===== config.mk =====
export PLATFORM = sky130hd
export DESIGN_NAME = fagr_queue
export DESIGN_NICKNAME = d
export VERILOG_FILES = /design/src/fagr_pkg.sv /design/src/fagr_queue.sv
export SDC_FILE = /design/constraint.sdc
export NUM_CORES = 1
export LEC_CHECK = 0
export BUFFER_PORTS_ARGS = -buffer_cell sky130_fd_sc_hd__buf_2
export CORE_MARGIN = 2
export CORE_UTILIZATION = 35
export DETAILED_ROUTE_END_ITERATION = 12
export GPL_TIMING_DRIVEN = 0
export SYNTH_ARGS = -nofsm -noshare
export SYNTH_HDL_FRONTEND = slang
export SYNTH_SLANG_ARGS = --single-unit

===== constraint.sdc =====
create_clock -name clk -period 9.4 [get_ports clk]
set_input_delay 0.94 -clock clk [delete_from_list [all_inputs] [get_ports clk]]
set_output_delay 0.94 -clock clk [all_outputs]
set_load 0.005 [all_outputs]

===== src/fagr_pkg.sv =====
`timescale 1ns / 1ps
// ----------------------------------------------------------------------------
// fagr_pkg: shared types for the fraction arithmetic block
// Operation codes, state encodings and the word passed from front to back.
// ----------------------------------------------------------------------------
package fagr_pkg;

  localparam int MAG_W = 64;

  typedef enum logic [1:0] {
    OP_ADD = 2'd0,
    OP_SUB = 2'd1,
    OP_MUL = 2'd2,
    OP_DIV = 2'd3
  } op_t;

  // Raw fraction in sign-magnitude form, before reduction
  typedef struct packed {
    logic             num_neg;
    logic [MAG_W-1:0] num_mag;
    logic             den_neg;
    logic [MAG_W-1:0] den_mag;
  } entry_t;

  typedef enum logic [2:0] {
    F_IDLE,
    F_M0,
    F_M1,
    F_M2,
    F_SUM,
    F_PUSH
  } front_state_t;

  typedef enum logic [2:0] {
    B_IDLE,
    B_EVEN,
    B_LOOP,
    B_DIVN,
    B_DIVD,
    B_DONE
  } back_state_t;

endpackage


===== src/fagr_queue.sv =====
`timescale 1ns / 1ps
// ----------------------------------------------------------------------------
// fagr_queue: two-word queue between front and back
// Decouples the multiply stage from the reduction stage.
// ----------------------------------------------------------------------------
module fagr_queue (
  input  logic             clk,
  input  logic             rst,
  input  logic             wr,
  input  fagr_pkg::entry_t wr_word,
  output logic             q_full,
  input  logic             rd,
  output logic             q_empty,
  output fagr_pkg::entry_t rd_word
);

  fagr_pkg::entry_t mem [2];
  logic       wp, rp;
  logic [1:0] count;

  assign q_full  = (count == 2'd2);
  assign q_empty = (count == 2'd0);
  assign rd_word = mem[rp];

  // Store incoming word
  always_ff @(posedge clk) begin
    if (wr) mem[wp] <= wr_word;
  end

  // Advance pointers and fill count
  always_ff @(posedge clk) begin
    if (rst) begin
      wp <= 1'b0; rp <= 1'b0; count <= 2'd0;
    end else begin
      if (wr) wp <= ~wp;
      if (rd) rp <= ~rp;
      count <= count + 2'(wr) - 2'(rd);
    end
  end

endmodule


==> summary.md <==
| Metric | Value |
|---|---|
| Net switching fraction of the power | `0.213` |
| CTS sink count | `approximately 270` |
| Cell count after synthesis | `425` |
| Share of the synthesized area in the top cell type | `0.811` |
| Layout cells sized above 1 | `0.607` |
| Final setup violating endpoints | `0` |
| Clock Skew | `approximately 0.0085 ns` |
| GRT Residual Overflow | `0` |
| Initial Util | `0.357` |
| Chip width | `170 um` |
| Worst Hold Launch | `rp` |
| Dominant synthesized flop cell | `edfxtp_1` |
| Clock power share | `0.377` |
| Yosys cell types | `13` |
| Uppermost layer routed | `met5` |
| Most frequent cell after synthesis | `edfxtp_1` |
| Synth area leader | `edfxtp_1` |
| Final wirelength | `18800 um` |
| Psw | `0.000574 W` |
| Synth Cell Area | `approximately 0.0096 mm^2` |
| Post-CTS Setup Bufs | `0` |
| Setup CP Type | `flip-flop to output pin` |
| Fin area | `0.0124 mm^2` |
| Dpl hpwl | `12400 um` |
| GP Congestion | `0.702` |
| Die Span Y | `~170 um` |
| DR WL/cell | `17.2 um` |
| Power per cell area | `217 mW/mm^2` |
| RSZ-0062 raised after global routing | `no` |
| Avg Cell Area, Syn | `22.6 um^2` |
| Max Cap Violations | `0` |
| PostCTS Resize Cnt | `0` |
| DRT iter0 DRCs | `149` |
| Internal power | `0.00211 W` |
| CTS tree | `done` |
| Critical path required time | `8.46 ns` |
| # DRC | `0` |
| Gr usage total | `0.126` |
| First-pass GRT wire length | `27900 um` |
| Clock Tree Root | `clkbuf_16` |
| TritonRoute pass-1 iters | `6` |
| Synth warn | `0` |
| Via/cell ratio | `around 4.5` |
| Crit path arrival time | `between 1.5 and 2 ns` |
| Post-route ant nets | `0` |
| Rows | `60` |
| Placed cell areas | `about 0.012 mm^2` |
| Final worst-path cycle share | `0.300` |
| EDFF count, synth | `260` |
| H-tree levels | `1` |
| Clock transition at path regs | `0.06 ns` |
| Register area share after synthesis | `0.822` |
| Initial antenna violation count | `5` |
| HP Class | `flip-flop to flip-flop` |
| Worst-Skew Late Latency | `0.54 ns` |
| Max-Slew Margin vs Limit | `0.617` |
| Max-slew violations | `0` |
| Num CTS Buffers | `28` |
| Hold-fix buffers, CTS | `0` |
| Hold Vio Cnt, Final | `0` |
| Min Tclk post-route | `around 2.8 ns` |
| Register bit count reported by yosys | `265` |
| Worst r2r src | `wp` |
| I/O pin total | `266` |
| Buffers on Ports | `265` |
| Metal3 WL | `1740 um` |
| Final Hold Slack | `about 0.53 ns` |
| Combinational share of power | `0.105` |
| FFs w/ async S/R, synth | `0` |
| Peak VDD IR | `0.152 mV` |
| Synth cell count leaders | `260 x edfxtp_1, 130 x mux2_2, 10 x buf_6` |
| Max Root-Sink Buffers | `3` |
| Maximum number of pins on one net before global-route repair | `54` |
| Area growth syn-to-layout | `28.9%` |
| Core Box Area | `0.0270 mm^2` |
| Power share of the sequential group | `0.519` |
| Slew @ Worst Pin | `~0.57 ns` |
| Leakage | `4.64 nW` |
| Vias | `4893` |
| Max frequency | `355 MHz` |
| Synth area leaders | `edfxtp_1 81%, mux2_2 15%, buf_6 1.2%, dfxtp_1 1.0%, ha_1 0.26%` |
| Met2 WL | `9040 um` |
| Die area | `0.0288 mm^2` |
| R2r worst-path depth | `3` |
| Final nets | `863` |
| Met1 wire length | `7300 um` |
| Critical path peak fanout | `10` |
| Dpl ws | `a little under 7 ns` |
| Number of global-route vias before repair | `5122` |
| Status | `complete, no violations` |
| CP Capture Type | `output pin` |
| Syn nets | `561` |
| CP startpoint kind | `flip-flop` |
| Fin Setup TNS | `0 ns` |
| Fin worst setup slack | `6.58 ns` |
| Hold path depth | `2` |
-- worst max-delay path: stages, from the launching register on --
cell,delay (ns)
dfxtp_1,0.36
buf_4,0.28
buf_6,0.21
mux2_2,0.34
buf_2,0.15
-- final cells by class --
| cell class | count | area (um^2) |
|---|---|---|
| well taps | 341 | 427 |
| clock inverters | 15 | 92.6 |
| clock buffers | 36 | 752 |
| diodes | 3 | 7.51 |
| flip-flops and latches | 265 | 7910 |
| fillers | 2393 | 14600 |
| inverters | 2 | 7.51 |
| multi-input cells | 144 | 1580 |
| plain buffers | 14 | 135 |
| repair buffers | 272 | 1490 |
-- sequential cells by signal, summed over array words and instances (netlist names), named ones only --
signal / flops
count: 2
mem: 260
rp: 1
wp: 1
-- final timing paths --
| path | endpoint | slack (ns) |
|---|---|---|
| worst min register to register | flip-flop | 0.53 |
| worst max-delay path | rd_word[47] | 6.58 |
| worst max register to register | mem[1][126] | 7.47 |
| worst min-delay path | flip-flop | 0.53 |
-- kinds of logic (layout without fill, tap and decap cells) --
| kind of cell | Yosys count | in the layout | share of synthesized area |
|---|---|---|---|
| buf+inv | 16 | 339 | 0.0148 |
| mux | 130 | 130 | 0.152 |
| flops | 265 | 265 | 0.822 |
| simple gates | 9 | 9 | 0.00455 |
| xor+xnor | 3 | 3 | 0.00416 |
| fa+ha+maj | 2 | 2 | 0.00260 |
| other cells | 0 | 3 | 0 |
-- per-layer routing --
metal	vias up	track usage
li1	2305	-
met1	2356	0.145
met2	181	0.215
met3	47	0.0467
met4	4	0.0461
met5	-	0
-- per-stage QoR --
stage	util	cells	power, W
2_1_floorplan	-	425	0.00157
3_3_place_gp	0.422	1031	0.00171
3_5_place_dp	0.429	1038	0.00171
4_1_cts	0.460	1089	0.00273
5_1_grt	0.460	1091	0.00280
6_report	0.460	1092	0.00269
-- placed cells by master, fill, tap and decap left out --
master	n
bufinv_16	1
clkinv_1	8
xnor3_1	1
clkbuf_16	29
clkbuf_1	7
diode_2	3
dfxtp_1	5
clkinv_2	5
mux2_2	130
and2_4	1
buf_12	4
buf_2	268
xnor2_1	2
buf_6	10
buf_16	3
nor2_1	5
clkinvlp_4	1
inv_1	2
edfxtp_1	260
ha_1	2
nor2b_4	1
buf_4	1
nor2b_1	2
-- power by group through the flow --
stage / clock [W] / combinational, W / sequential, W
detailed placement: 0 / 0.000288 / 0.00142
global placement: 0 / 0.000272 / 0.00144
CTS: 0.00105 / 0.000290 / 0.00139
global route: 0.00109 / 0.000307 / 0.00140
floorplan: 0 / 0.000143 / 0.00143
finish: 0.00101 / 0.000281 / 0.00139
Note: power is estimated with default switching activity, not from simulation.
