`config.mk`:
```
export PLATFORM = sky130hd
export DESIGN_NAME = fagr_back
export DESIGN_NICKNAME = d
export VERILOG_FILES = /design/src/fagr_pkg.sv /design/src/fagr_back.sv
export SDC_FILE = /design/constraint.sdc
export NUM_CORES = 2
export LEC_CHECK = 0
export ABC_CLOCK_PERIOD_IN_PS = 9730
export BUFFER_PORTS_ARGS = -buffer_cell sky130_fd_sc_hd__buf_2
export CAP_MARGIN = 10
export CORE_MARGIN = 2
export CORE_UTILIZATION = 43
export CTS_CLUSTER_DIAMETER = 30
export DETAILED_ROUTE_END_ITERATION = 8
export PLACE_DENSITY = 0.71
export SLEW_MARGIN = 20
export SYNTH_ARGS = -nofsm -noshare
export SYNTH_HDL_FRONTEND = slang
export SYNTH_SLANG_ARGS = --single-unit
```
`constraint.sdc`:
```
create_clock -name clk -period 9.73 [get_ports clk]
set_input_delay 0 -clock clk [delete_from_list [all_inputs] [get_ports clk]]
set_output_delay 0 -clock clk [all_outputs]
set_load 0.02 [all_outputs]
```
`src/fagr_pkg.sv`:
```
`timescale 1ns / 1ps
// ----------------------------------------------------------------------------
// fagr_pkg: shared types for the fraction arithmetic block
// Operation codes, state encodings and the word passed from front to back.
// ----------------------------------------------------------------------------
package fagr_pkg;

  localparam int MAG_W = 64;

  typedef enum logic [1:0] {
    OP_ADD = 2'd0,
    OP_SUB = 2'd1,
    OP_MUL = 2'd2,
    OP_DIV = 2'd3
  } op_t;

  // Raw fraction in sign-magnitude form, before reduction
  typedef struct packed {
    logic             num_neg;
    logic [MAG_W-1:0] num_mag;
    logic             den_neg;
    logic [MAG_W-1:0] den_mag;
  } entry_t;

  typedef enum logic [2:0] {
    F_IDLE,
    F_M0,
    F_M1,
    F_M2,
    F_SUM,
    F_PUSH
  } front_state_t;

  typedef enum logic [2:0] {
    B_IDLE,
    B_EVEN,
    B_LOOP,
    B_DIVN,
    B_DIVD,
    B_DONE
  } back_state_t;

endpackage

```
`src/fagr_back.sv`:
```
`timescale 1ns / 1ps
// ----------------------------------------------------------------------------
// fagr_back: GCD reduction and result register
// Binary GCD one step a cycle, then two restoring divisions by the GCD on one
// shared divider, then normalise sign and hold the word for the consumer.
// ----------------------------------------------------------------------------
module fagr_back (
  input  logic                clk,
  input  logic                rst,
  input  logic                q_empty,
  input  fagr_pkg::entry_t    rd_word,
  output logic                rd,
  output logic                empty,
  input  logic                pop,
  output logic signed [63:0]  res_num,
  output logic [62:0]         res_den,
  output logic                status
);

  localparam logic [63:0] SAT_MAX = {1'b0, {63{1'b1}}};

  fagr_pkg::back_state_t state, state_next;

  fagr_pkg::entry_t cur;
  logic [63:0] x, y, g, q, nm;
  logic [63:0] rem;
  logic [5:0]  k, cnt;
  logic [63:0] s_num;
  logic [62:0] s_den;
  logic        s_stat;
  logic        ovalid;

  logic [64:0] trial;
  logic        fits;
  logic        res_neg;
  logic [63:0] nm_sat, raw_sat;

  assign trial   = {rem, q[63]};
  assign fits    = trial >= {1'b0, g};
  assign res_neg = (cur.num_neg != cur.den_neg) && (nm != 64'd0);
  assign nm_sat  = (nm > SAT_MAX) ? SAT_MAX : nm;
  assign raw_sat = (rd_word.num_mag > SAT_MAX) ? SAT_MAX : rd_word.num_mag;

  assign rd      = (state == fagr_pkg::B_IDLE) && !q_empty;
  assign empty   = !ovalid;

  // Next state
  always_comb begin
    state_next = state;
    case (state)
      fagr_pkg::B_IDLE: begin
        if (!q_empty) begin
          if (rd_word.den_mag == 64'd0 || rd_word.num_mag == 64'd0)
            state_next = fagr_pkg::B_DONE;
          else
            state_next = fagr_pkg::B_EVEN;
        end
      end
      fagr_pkg::B_EVEN: if (x[0] || y[0]) state_next = fagr_pkg::B_LOOP;
      fagr_pkg::B_LOOP: if (x == 64'd0) state_next = fagr_pkg::B_DIVN;
      fagr_pkg::B_DIVN: if (cnt == 6'd63) state_next = fagr_pkg::B_DIVD;
      fagr_pkg::B_DIVD: if (cnt == 6'd63) state_next = fagr_pkg::B_DONE;
      fagr_pkg::B_DONE: if (!ovalid || pop) state_next = fagr_pkg::B_IDLE;
      default:          state_next = fagr_pkg::B_IDLE;
    endcase
  end

  always_ff @(posedge clk) begin
    if (rst) state <= fagr_pkg::B_IDLE;
    else     state <= state_next;
  end

  // Datapath: load, strip common twos, subtract-and-halve, divide
  always_ff @(posedge clk) begin
    case (state)
      fagr_pkg::B_IDLE: begin
        cur <= rd_word;
        x   <= rd_word.num_mag;
        y   <= rd_word.den_mag;
        k   <= 6'd0;
        cnt <= 6'd0;
        if (rd_word.den_mag == 64'd0) begin
          s_num  <= rd_word.num_neg ? (~raw_sat + 64'd1) : raw_sat;
          s_den  <= 63'd0;
          s_stat <= 1'b1;
        end else begin
          s_num  <= 64'd0;
          s_den  <= 63'd1;
          s_stat <= 1'b0;
        end
      end
      fagr_pkg::B_EVEN: begin
        if (!x[0] && !y[0]) begin
          x <= x >> 1; y <= y >> 1; k <= k + 6'd1;
        end
      end
      fagr_pkg::B_LOOP: begin
        if (x == 64'd0) begin
          g   <= y << k;
          q   <= cur.num_mag;
          rem <= 64'd0;
        end else if (!x[0]) begin
          x <= x >> 1;
        end else if (!y[0]) begin
          y <= y >> 1;
        end else if (x >= y) begin
          x <= (x - y) >> 1;
        end else begin
          y <= (y - x) >> 1;
        end
      end
      fagr_pkg::B_DIVN, fagr_pkg::B_DIVD: begin
        cnt <= cnt + 6'd1;
        if (cnt == 6'd63 && state == fagr_pkg::B_DIVN) begin
          nm  <= {q[62:0], fits};
          q   <= cur.den_mag;
          rem <= 64'd0;
        end else begin
          rem <= fits ? 64'(trial - {1'b0, g}) : trial[63:0];
          q   <= {q[62:0], fits};
          // Sign-normalised result after the second division
          if (cnt == 6'd63) begin
            s_den  <= {q[61:0], fits};
            s_stat <= 1'b0;
            s_num  <= res_neg ? (~nm_sat + 64'd1) : nm_sat;
          end
        end
      end
      default: begin
      end
    endcase
  end

  // Hand the finished word to the output register
  always_ff @(posedge clk) begin
    if (rst) begin
      ovalid <= 1'b0;
    end else if (state == fagr_pkg::B_DONE && (!ovalid || pop)) begin
      ovalid <= 1'b1;
    end else if (pop) begin
      ovalid <= 1'b0;
    end
  end

  always_ff @(posedge clk) begin
    if (state == fagr_pkg::B_DONE && (!ovalid || pop)) begin
      res_num <= s_num;
      res_den <= s_den;
      status  <= s_stat;
    end
  end

endmodule

```
==> metrics.cfg <==
[outcome]
status=finished clean

[global_route]
grt_first_pass_wirelength_um=259000
grt_start_max_net_pins=135
grt_pass1_vias=38500
grt_overflow_total=0
antenna_found_initial=16
grt_use_total_pct=30.4

[setup_path]
cp-start-kind=register
worst_path_largest_cell_delay_ns=0.77
arrival_ns=6.14
cp_cell_sequence=inv_1 -> ha_1 -> fa_1 -> nor2b_1 -> o21ai_0 -> a21oi_1 -> o21ai_0 -> a211oi_1 -> o311ai_0 -> a311oi_1 -> o21ai_2 -> buf_4 -> a21oi_1 -> nor2_1 -> nor2_4 -> buf_4
crit_cells=16
rrSetupSlack_ns=3.94
crit_fanout=63
crit_slowest_cell=buf_4
worst_ep_required_time_ns=10.08
cp_top_family=compound AO/OA/AOI/OAI gates
end_kind=register
critPathKind=register to register
rr_worst_depth=16
critPathBufInv=3

[layout]
num-nets-final=5380
drive_gt1_share_pct=14.3
fillers=9751
area_growth_pct=20.8

[power_and_ir_drop]
power.leakage_nw=22.6
irDropWorstVdd_mv=0.265
p_switching_mw=11.2
seq_power_share_pct=26.8
clkPwrFrac_pct=23.5
p_per_area_nw_per_um2=432
swShare_pct=44.8
power_frac_comb_pct=49.7
p_int_mw=13.8

[floorplanning]
io_pins=264
dieArea_sq_um=115000
core.rowCount=122
initial_core_util_pct=43.4
die_y_um=338
core_area_sq_um=111000
fp.dieW_um=338

[clock_network]
ctsResizeCount=0
path_clk_slew_ns=0.04
numCtsBuffers=168
cts-root-buf=clkbuf_16
cts_tree=built
clock_path_buffers=3
clk_latency_ns=0.77
cts_max_level=4
cts.sinks=786

[placement]
pre_cts_slack_ns=4.15
place_hpwl_um=132000
gp_congestion=1.02
port_buffers=263

[synthesis]
synthArstFlopShare_pct=0
synth_area_per_cell_sq_um=10.2
synthCells=4711
synth.most_common_cell=edfxtp_1
synthTopCellsByCount=782 x edfxtp_1, 486 x nor2_1, 382 x nand2_1
syn_area_sq_um=48100
ys_seq_elements=786
ys.flop_type=edfxtp_1
synth_edf_count=782
synth_top_area_share_pct=48.8
synth-seq-area-share_pct=49.0
synth_nets=5045
yosysWarnings=0
synthDistinctLibCells=85
synth_largest_area_cell=edfxtp_1
synth_area_leaders=edfxtp_1 49%, ha_1 5.1%, nor2_1 3.8%

[timing]
fin_crit_ns=5.79
clock_skew_ns=0.0644
hold_viol_final=0
setup_viol=0
post-route-period-util_pct=59.5
rsz0062_at_grt=no
max_slew.worst_pin.slew_ns=1.06
final.setup.tns_ns=0
drv_slew=0
worst_slack_ns=3.94
hold_ws_ns=0.0720
max_freq_mhz=173
relSlewSlack_pct=28.8

[routing]
first_pass_iters=9
drcViolationCount=0
drt-total-wl_um=179000
ant_nets=0
viasPerCell=6.17
drtIter0Drc=5873
wl_per_cell_um=26.8
dr_total_vias=41300

[min_path]
worst_hold_path.num_cells=3
hold_class=primary input to register

[flow_run]
max_cap_viol_count=0

routing by layer:
metal | GRT usage, % | vias up | share of wire, %
met2 | 43.2 | 2732 | 42
met1 | 41.5 | 19800 | 40
met3 | 9.24 | 456 | 13
met5 | 0 | - | 0.030
li1 | - | 18300 | -
met4 | 16.1 | 4 | 5.6
state kept, by name, indices dropped and copies added, names as in the netlist, 6 cells and up:
| name | cells |
|---|---|
| cur | 130 |
| g | 64 |
| nm | 64 |
| q | 64 |
| rem | 64 |
| res_num | 64 |
| s_num | 64 |
| x | 64 |
| y | 64 |
| res_den | 63 |
| s_den | 63 |
| cnt | 6 |
| k | 6 |
worst paths after layout:
path	end	start
setup / recovery	x[29]$_DFFE_PP_	x[0]$_DFFE_PP_
hold / removal	state[0]$_SDFFE_PP0P_	rst
setup reg to reg	x[29]$_DFFE_PP_	x[0]$_DFFE_PP_
hold reg to reg	res_den[0]$_DFFE_PP_	s_den[0]$_DFFE_PP_
worst reg2reg max path, delay by kind of cell (launching register included):
| family | cells | cell delay, ns |
|---|---|---|
| and+or+nand+nor | 3 | 0.36 |
| AOI/OAI and AO/OA | 8 | 2.50 |
| DFF | 1 | 0.59 |
| buffers and inverters | 3 | 1.20 |
| adders and majority gates | 2 | 0.69 |
stage by stage:
stage,power [mW],std cells,instance area [sq um],utilization (%)
2_1_floorplan,14.9,4711,48100,-
3_3_place_gp,18.7,6228,50700,45.7
3_5_place_dp,18.7,6228,50700,45.7
4_1_cts,24.7,6676,58000,52.3
5_1_grt,26.2,6680,58100,52.4
6_report,25.1,6690,58100,52.4
what timing repair did:
item	in CTS	in global routing
endpoints found under the hold margin	309	0
hold buffers	134	0
buffers inserted	0	0
power groups by stage:
stage	combinational [mW]	clock (mW)	sequential, mW
3_3_place_gp	12.0	0	6.67
4_1_cts	12.1	5.95	6.66
5_1_grt	13.3	6.12	6.79
3_5_place_dp	12.0	0	6.70
2_1_floorplan	8.42	0	6.46
6_report	12.5	5.90	6.71
cells in the final DEF (no fill, tap or decap), types with 21 or more instances in the layout:
cell           instances
a211oi_1              49
a21o_1               122
a21oi_1              312
a22oi_1              184
a31oi_1               48
and2_1                79
and3_1                25
buf_2                263
buf_4                 42
bufinv_16             24
clkbuf_16            168
dlygate4sd3_1        134
edfxtp_1             782
ha_1                 197
inv_1                245
mux2_2                41
mux2i_1               98
mux4_2                53
nand2_1              380
nand2b_1              25
nand3_1               46
nand4_1               66
nor2_1               482
nor2b_1               25
nor3_1                76
nor4_1                58
o21a_1                21
o21ai_0              340
o21bai_1              43
o22ai_1               69
o31ai_1               29
or3_1                 32
xnor2_1              170
xor2_1               116
cells by family (layout without fill, tap and decap cells):
kind of cell               count (synthesis)  count (layout)  synth area share [%]
AOI/OAI and AO/OA                       1351            1351                  17.7
DFF                                      786             786                  49.0
adders and majority gates                200             200                  5.25
other                                      0              12                     0
buffers and inverters                    523            1002                  4.09
and+or+nand+nor                         1373            1373                  13.3
muxes                                    192             192                  5.48
xor gates and xnor gates                 286             286                  5.21
layout make-up:
type,instances,area (sq um),share of cell area (%)
Sequential cell,786,23600,40.6
Multi-Input combinational cell,3402,22700,39.1
Clock buffer,186,4270,7.35
Timing Repair Buffer,442,3040,5.24
Tap cell,1488,1860,3.21
Clock inverter,128,1700,2.93
Inverter,246,923,1.59
Antenna cell,12,30.0,0.0517
Power figures use the tool's default switching activity.
