--- config.mk ---
export PLATFORM = sky130hd
export DESIGN_NAME = fagr_front
export DESIGN_NICKNAME = d
export VERILOG_FILES = /design/src/fagr_pkg.sv /design/src/fagr_front.sv
export SDC_FILE = /design/constraint.sdc
export NUM_CORES = 2
export LEC_CHECK = 0
export BUFFER_PORTS_ARGS = -buffer_cell sky130_fd_sc_hd__buf_2
export CORE_MARGIN = 3
export CORE_UTILIZATION = 65
export CTS_BUF_LIST = sky130_fd_sc_hd__clkbuf_8 sky130_fd_sc_hd__clkbuf_16
export CTS_CLUSTER_SIZE = 16
export DETAILED_ROUTE_END_ITERATION = 8
export PLACE_DENSITY_LB_ADDON = 0.12
export SYNTH_ARGS = -nofsm -noshare
export SYNTH_HDL_FRONTEND = slang
export SYNTH_SLANG_ARGS = --single-unit
--- constraint.sdc ---
create_clock -name clk -period 33.7 [get_ports clk]
set_clock_uncertainty 0.2 [all_clocks]
set_input_delay 5.055 -clock clk [delete_from_list [all_inputs] [get_ports clk]]
set_output_delay 5.055 -clock clk [all_outputs]
set_load 0.02 [all_outputs]
--- src/fagr_pkg.sv ---
`timescale 1ns / 1ps
// ----------------------------------------------------------------------------
// fagr_pkg: shared types for the fraction arithmetic block
// Operation codes, state encodings and the word passed from front to back.
// ----------------------------------------------------------------------------
package fagr_pkg;

  localparam int MAG_W = 64;

  typedef enum logic [1:0] {
    OP_ADD = 2'd0,
    OP_SUB = 2'd1,
    OP_MUL = 2'd2,
    OP_DIV = 2'd3
  } op_t;

  // Raw fraction in sign-magnitude form, before reduction
  typedef struct packed {
    logic             num_neg;
    logic [MAG_W-1:0] num_mag;
    logic             den_neg;
    logic [MAG_W-1:0] den_mag;
  } entry_t;

  typedef enum logic [2:0] {
    F_IDLE,
    F_M0,
    F_M1,
    F_M2,
    F_SUM,
    F_PUSH
  } front_state_t;

  typedef enum logic [2:0] {
    B_IDLE,
    B_EVEN,
    B_LOOP,
    B_DIVN,
    B_DIVD,
    B_DONE
  } back_state_t;

endpackage

--- src/fagr_front.sv ---
`timescale 1ns / 1ps
// ----------------------------------------------------------------------------
// fagr_front: operand capture and cross-multiplication
// Takes one request, forms the raw numerator and denominator with one shared
// multiplier, and hands the raw fraction to the queue.
// ----------------------------------------------------------------------------
module fagr_front #(
  parameter int OPERAND_WIDTH = 32
) (
  input  logic                  clk,
  input  logic                  rst,
  input  logic                  push,
  output logic                  full,
  input  logic [1:0]            req_type,
  input  logic signed [31:0]    a_num,
  input  logic signed [31:0]    a_den,
  input  logic signed [31:0]    b_num,
  input  logic signed [31:0]    b_den,
  output logic                  q_push,
  input  logic                  q_full,
  output fagr_pkg::entry_t      q_word
);

  localparam int OW = OPERAND_WIDTH;
  localparam int PW = 2 * OPERAND_WIDTH;

  fagr_pkg::front_state_t state, state_next;

  logic          an_neg, ad_neg, bn_neg, bd_neg;
  logic [OW-1:0] an_mag, ad_mag, bn_mag, bd_mag;
  logic          is_sum;
  logic          p0_neg, p1_neg;
  logic [63:0]   p0_mag, p1_mag;
  fagr_pkg::entry_t word;

  logic          ma_neg, mb_neg;
  logic [OW-1:0] ma_mag, mb_mag;
  logic [PW-1:0] prod;
  logic [63:0]   prod_mag;
  logic          prod_neg;

  logic [OW-1:0] v_an, v_ad, v_bn, v_bd;
  logic [63:0]   sum_mag;
  logic          sum_neg;

  function automatic logic [OPERAND_WIDTH-1:0] take_mag(input logic [OPERAND_WIDTH-1:0] v);
    take_mag = v[OPERAND_WIDTH-1] ? (~v + 1'b1) : v;
  endfunction

  assign v_an = a_num[OW-1:0];
  assign v_ad = a_den[OW-1:0];
  assign v_bn = b_num[OW-1:0];
  assign v_bd = b_den[OW-1:0];

  assign full   = (state != fagr_pkg::F_IDLE);
  assign q_push = (state == fagr_pkg::F_PUSH) && !q_full;
  assign q_word = word;

  // Select multiplier operands by step
  always_comb begin
    ma_neg = an_neg; ma_mag = an_mag;
    mb_neg = bd_neg; mb_mag = bd_mag;
    case (state)
      fagr_pkg::F_M0: begin
        if (!is_sum) begin
          mb_neg = bn_neg; mb_mag = bn_mag;
        end
      end
      fagr_pkg::F_M1: begin
        ma_neg = ad_neg; ma_mag = ad_mag;
        mb_neg = bn_neg; mb_mag = bn_mag;
      end
      fagr_pkg::F_M2: begin
        ma_neg = ad_neg; ma_mag = ad_mag;
      end
      default: begin
      end
    endcase
  end

  assign prod     = PW'(ma_mag) * PW'(mb_mag);
  assign prod_mag = 64'(prod);
  assign prod_neg = (ma_neg != mb_neg) && (prod_mag != 64'd0);

  // Signed add of the two cross products
  always_comb begin
    if (p0_neg == p1_neg) begin
      sum_mag = p0_mag + p1_mag;
      sum_neg = p0_neg;
    end else if (p0_mag >= p1_mag) begin
      sum_mag = p0_mag - p1_mag;
      sum_neg = p0_neg;
    end else begin
      sum_mag = p1_mag - p0_mag;
      sum_neg = p1_neg;
    end
    if (sum_mag == 64'd0) sum_neg = 1'b0;
  end

  // Next state
  always_comb begin
    state_next = state;
    case (state)
      fagr_pkg::F_IDLE: if (push) state_next = fagr_pkg::F_M0;
      fagr_pkg::F_M0:   state_next = is_sum ? fagr_pkg::F_M1 : fagr_pkg::F_M2;
      fagr_pkg::F_M1:   state_next = fagr_pkg::F_M2;
      fagr_pkg::F_M2:   state_next = is_sum ? fagr_pkg::F_SUM : fagr_pkg::F_PUSH;
      fagr_pkg::F_SUM:  state_next = fagr_pkg::F_PUSH;
      fagr_pkg::F_PUSH: if (!q_full) state_next = fagr_pkg::F_IDLE;
      default:          state_next = fagr_pkg::F_IDLE;
    endcase
  end

  always_ff @(posedge clk) begin
    if (rst) state <= fagr_pkg::F_IDLE;
    else     state <= state_next;
  end

  // Capture operands, swap for divide, flip sign for subtract; run products
  always_ff @(posedge clk) begin
    case (state)
      fagr_pkg::F_IDLE: begin
        an_neg <= v_an[OW-1]; an_mag <= take_mag(v_an);
        ad_neg <= v_ad[OW-1]; ad_mag <= take_mag(v_ad);
        is_sum <= (req_type == fagr_pkg::OP_ADD) || (req_type == fagr_pkg::OP_SUB);
        if (req_type == fagr_pkg::OP_DIV) begin
          bn_neg <= v_bd[OW-1]; bn_mag <= take_mag(v_bd);
          bd_neg <= v_bn[OW-1]; bd_mag <= take_mag(v_bn);
        end else begin
          bn_neg <= v_bn[OW-1]; bn_mag <= take_mag(v_bn);
          bd_neg <= v_bd[OW-1] ^ (req_type == fagr_pkg::OP_SUB);
          bd_mag <= take_mag(v_bd);
        end
      end
      fagr_pkg::F_M0: begin
        p0_neg <= prod_neg; p0_mag <= prod_mag;
        word.num_neg <= prod_neg; word.num_mag <= prod_mag;
      end
      fagr_pkg::F_M1: begin
        p1_neg <= prod_neg; p1_mag <= prod_mag;
      end
      fagr_pkg::F_M2: begin
        word.den_neg <= prod_neg; word.den_mag <= prod_mag;
      end
      fagr_pkg::F_SUM: begin
        word.num_neg <= sum_neg; word.num_mag <= sum_mag;
      end
      default: begin
      end
    endcase
  end

endmodule

==> metrics.txt <==
Final period util a little under two fifths; RSZ-0062 raised after global routing false; CTS Sinks 396; synth unique cells 87; root buffer cell clkbuf_16; Pre-Repair DR Iteration Count 9; post-synthesis async set-or-reset flop share 0%; crit path max fanout 59; residual DRC count 0; Final ANT Viol Nets 0; Fin Setup TNS 0 ns; EDFF count, synth 393; Seq/Total Area, Yosys 19.57%; largest net degree at the start of global routing 85; hold buffer count at cts 0; wirelength, routed between 200,000 and 250,000 µm; WP buf/inv 4; startpoint types register; ys flop type edfxtp_1; grt ovf 0; Worst Tran Pin Value 1.237 ns; fin crit period 12.54 ns; vias in the first global route 52,862; total vias in the final route 51,613; PostCTS Resize Cnt 0; Top delay family on crit path adder cells; nets 8,263; CTS tree done; max incr delay on CP a little over 0.8 ns; Mapped Cells 6,686; max cap viols 0; Die Y between 300 and 400 µm; Slew headroom around 16%; wire per inst 25.83 µm; Syn Area/Cell 9.063 µm²; critical path class reg2reg; Netlist Area Pre-Place between 60,000 and 70,000 µm²; row count 111; Initial Util about two thirds; worst hold path type reg2reg; final hold viol count 0; Core Box Area 92,080 µm²; Die X 311.3 µm; GP Congestion ~1.1; DR iter-0 viols 6,128; CTS Buf Count 45; Area growth syn-to-layout 6.605%; Syn Nets 8,176; post-CTS setup buffer count 0; H-Tree Depth 2; synthesis warning total 0; post-DP HPWL about 160,000 µm; CTS max path bufs 3; Slew Viols, Final 0; clock-pin slew on the worst setup and hold paths 0.06 ns; All-Layer GR Usage 42.88%; port bufs 265; Slowest cell on crit path nor4_1; antenna violations before repair 7; vias per cell 6.408; required time worst endpoint between 30 and 40 ns; IO Pins 266; Critical Path AT 12.71 ns; Setup-failing EPs final 0; Critical Path End Type register; layout cells sized above 1 ~8.5%; synthesis-stage register bit count 396; full die area ~97,000 µm²; Peak Freq 79.72 MHz; clk_lat worst skew 0.66 ns; Worst path most repeated cell fa_1; global-route wire length before repair 314,000 µm; status finished clean
area by class of cell:
cell class	count	area (µm²)
Antenna cell	3	7.507
Clock buffer	45	1126
Clock inverter	38	257.7
Fill cell	7167	27480
Inverter	1065	4000
Multi-Input combinational cell	4913	43810
Sequential cell	396	11860
Tap cell	1243	1555
Timing Repair Buffer	352	1979
worst min-delay path: stages (launching register included):
cell      delay (ns)
dfxtp_1         0.40
nand2b_1        0.13
a211oi_1        0.08
sequential cells by signal, indices dropped and copies added, names as in the netlist:
name	flops
bd_neg	1
state	3
an_neg	1
ad_mag	32
p0_mag	64
is_sum	1
ad_neg	1
p0_neg	1
bd_mag	32
bn_neg	1
p1_mag	64
bn_mag	32
q_word	130
p1_neg	1
an_mag	32
metrics by stage:
stage                     setup slack (ns)  std cells  area, µm²  hold WS, ns  utilization [%]
after floorplan                      22.72       6686      60600       0.3084                -
after global placement               21.49       7969      63210       0.4094            68.64
after detailed placement             21.32       7969      63210       0.4494            68.64
after CTS                            21.32       8052      64590       0.4642            70.15
after global routing                 20.54       8054      64600       0.5185            70.15
final                                21.16       8055      64600       0.4683            70.15
final timing paths:
| kind | startpoint | to | slack (ns) | cells after the start |
|---|---|---|---|---|
| setup reg to reg | state[2] | q_word[129] | 21.16 | 30 |
| hold / removal | state[1] | state[1] | 0.47 | 2 |
| hold reg to reg | state[1] | state[1] | 0.47 | 2 |
| setup / recovery | state[2] | q_word[129] | 21.16 | 30 |
placed cells by master, fill, tap and decap left out, drive strengths merged, types with 14 or more instances in the layout:
cell type	n
inv	1079
fa	899
nor2	786
nand2	746
ha	457
edfxtp	393
buf	352
a21oi	350
o21ai	295
xnor2	153
mux2i	144
xor2	89
a21o	70
mux2	67
o31ai	66
nor3	65
nand4	59
nand3	57
or3	53
o21bai	47
clkbuf	45
nor4	42
a31oi	42
a211oi	36
or4	32
nor2b	31
o211ai	30
nand2b	25
and2	24
clkinv	21
or2	20
o21a	19
and3	17
and4	14
routing by layer:
| metal | global-route usage (%) | vias to the layer above | wire length [µm] | part of all wire [%] |
|---|---|---|---|---|
| li1 | - | 22012 | - | - |
| met4 | 25.77 | 2 | 16320 | 7.8 |
| met5 | 0 | - | 14 | 0.0067 |
| met2 | 65.91 | 3566 | 91140 | 44 |
| met3 | 12.70 | 890 | 26800 | 13 |
| met1 | 53.93 | 25143 | 73800 | 35 |
kinds of logic (layout without fill, tap and decap cells):
logic type | after synthesis | count (layout) | share of synthesized area, %
AND/OR/NAND/NOR | 2003 | 2003 | 14.36
buffers and inverters | 1377 | 1500 | 8.569
adder cells (fa/ha/maj) | 1356 | 1356 | 39.14
AO/OA/AOI/OAI | 1101 | 1101 | 11.24
flip-flops | 396 | 396 | 19.57
XOR/XNOR | 242 | 242 | 3.498
multiplexers | 211 | 211 | 3.624
other | 0 | 3 | 0
synthesized netlist by cell type, drive strengths merged (6+ instances only):
cell	number	area share, %
and4	14	0.20
inv	1064	6.6
o21a	19	0.24
nand2	746	4.6
fa	899	30
o21ai	295	2.4
nand2b	25	0.27
a2111oi	11	0.16
a31oi	42	0.44
a31o	7	0.10
ha	457	9.4
mux2	67	1.2
o21bai	47	0.58
mux2i	144	2.4
o211ai	30	0.37
and2	24	0.25
o221ai	9	0.13
nand3	57	0.47
nand4	59	0.61
o41ai	13	0.20
a311oi	7	0.10
xnor2	153	2.2
and3	17	0.18
o31ai	66	0.82
nor2	786	4.9
nor4b	9	0.13
o31a	6	0.087
a21boi	11	0.14
edfxtp	393	19
nor3b	6	0.074
a21oi	350	2.9
or2	20	0.21
nor4	42	0.43
nor2b	31	0.32
a21o	70	0.87
clkbuf	262	1.6
or4	32	0.40
buf	50	0.35
xor2	89	1.3
a22oi	6	0.074
a211oi	36	0.45
nand3b	7	0.087
a221oi	12	0.17
nor3	65	0.54
or3	53	0.55
Power is not shown: default switching activity piles up to over one toggle a cycle in this logic, so the estimate is an artifact.
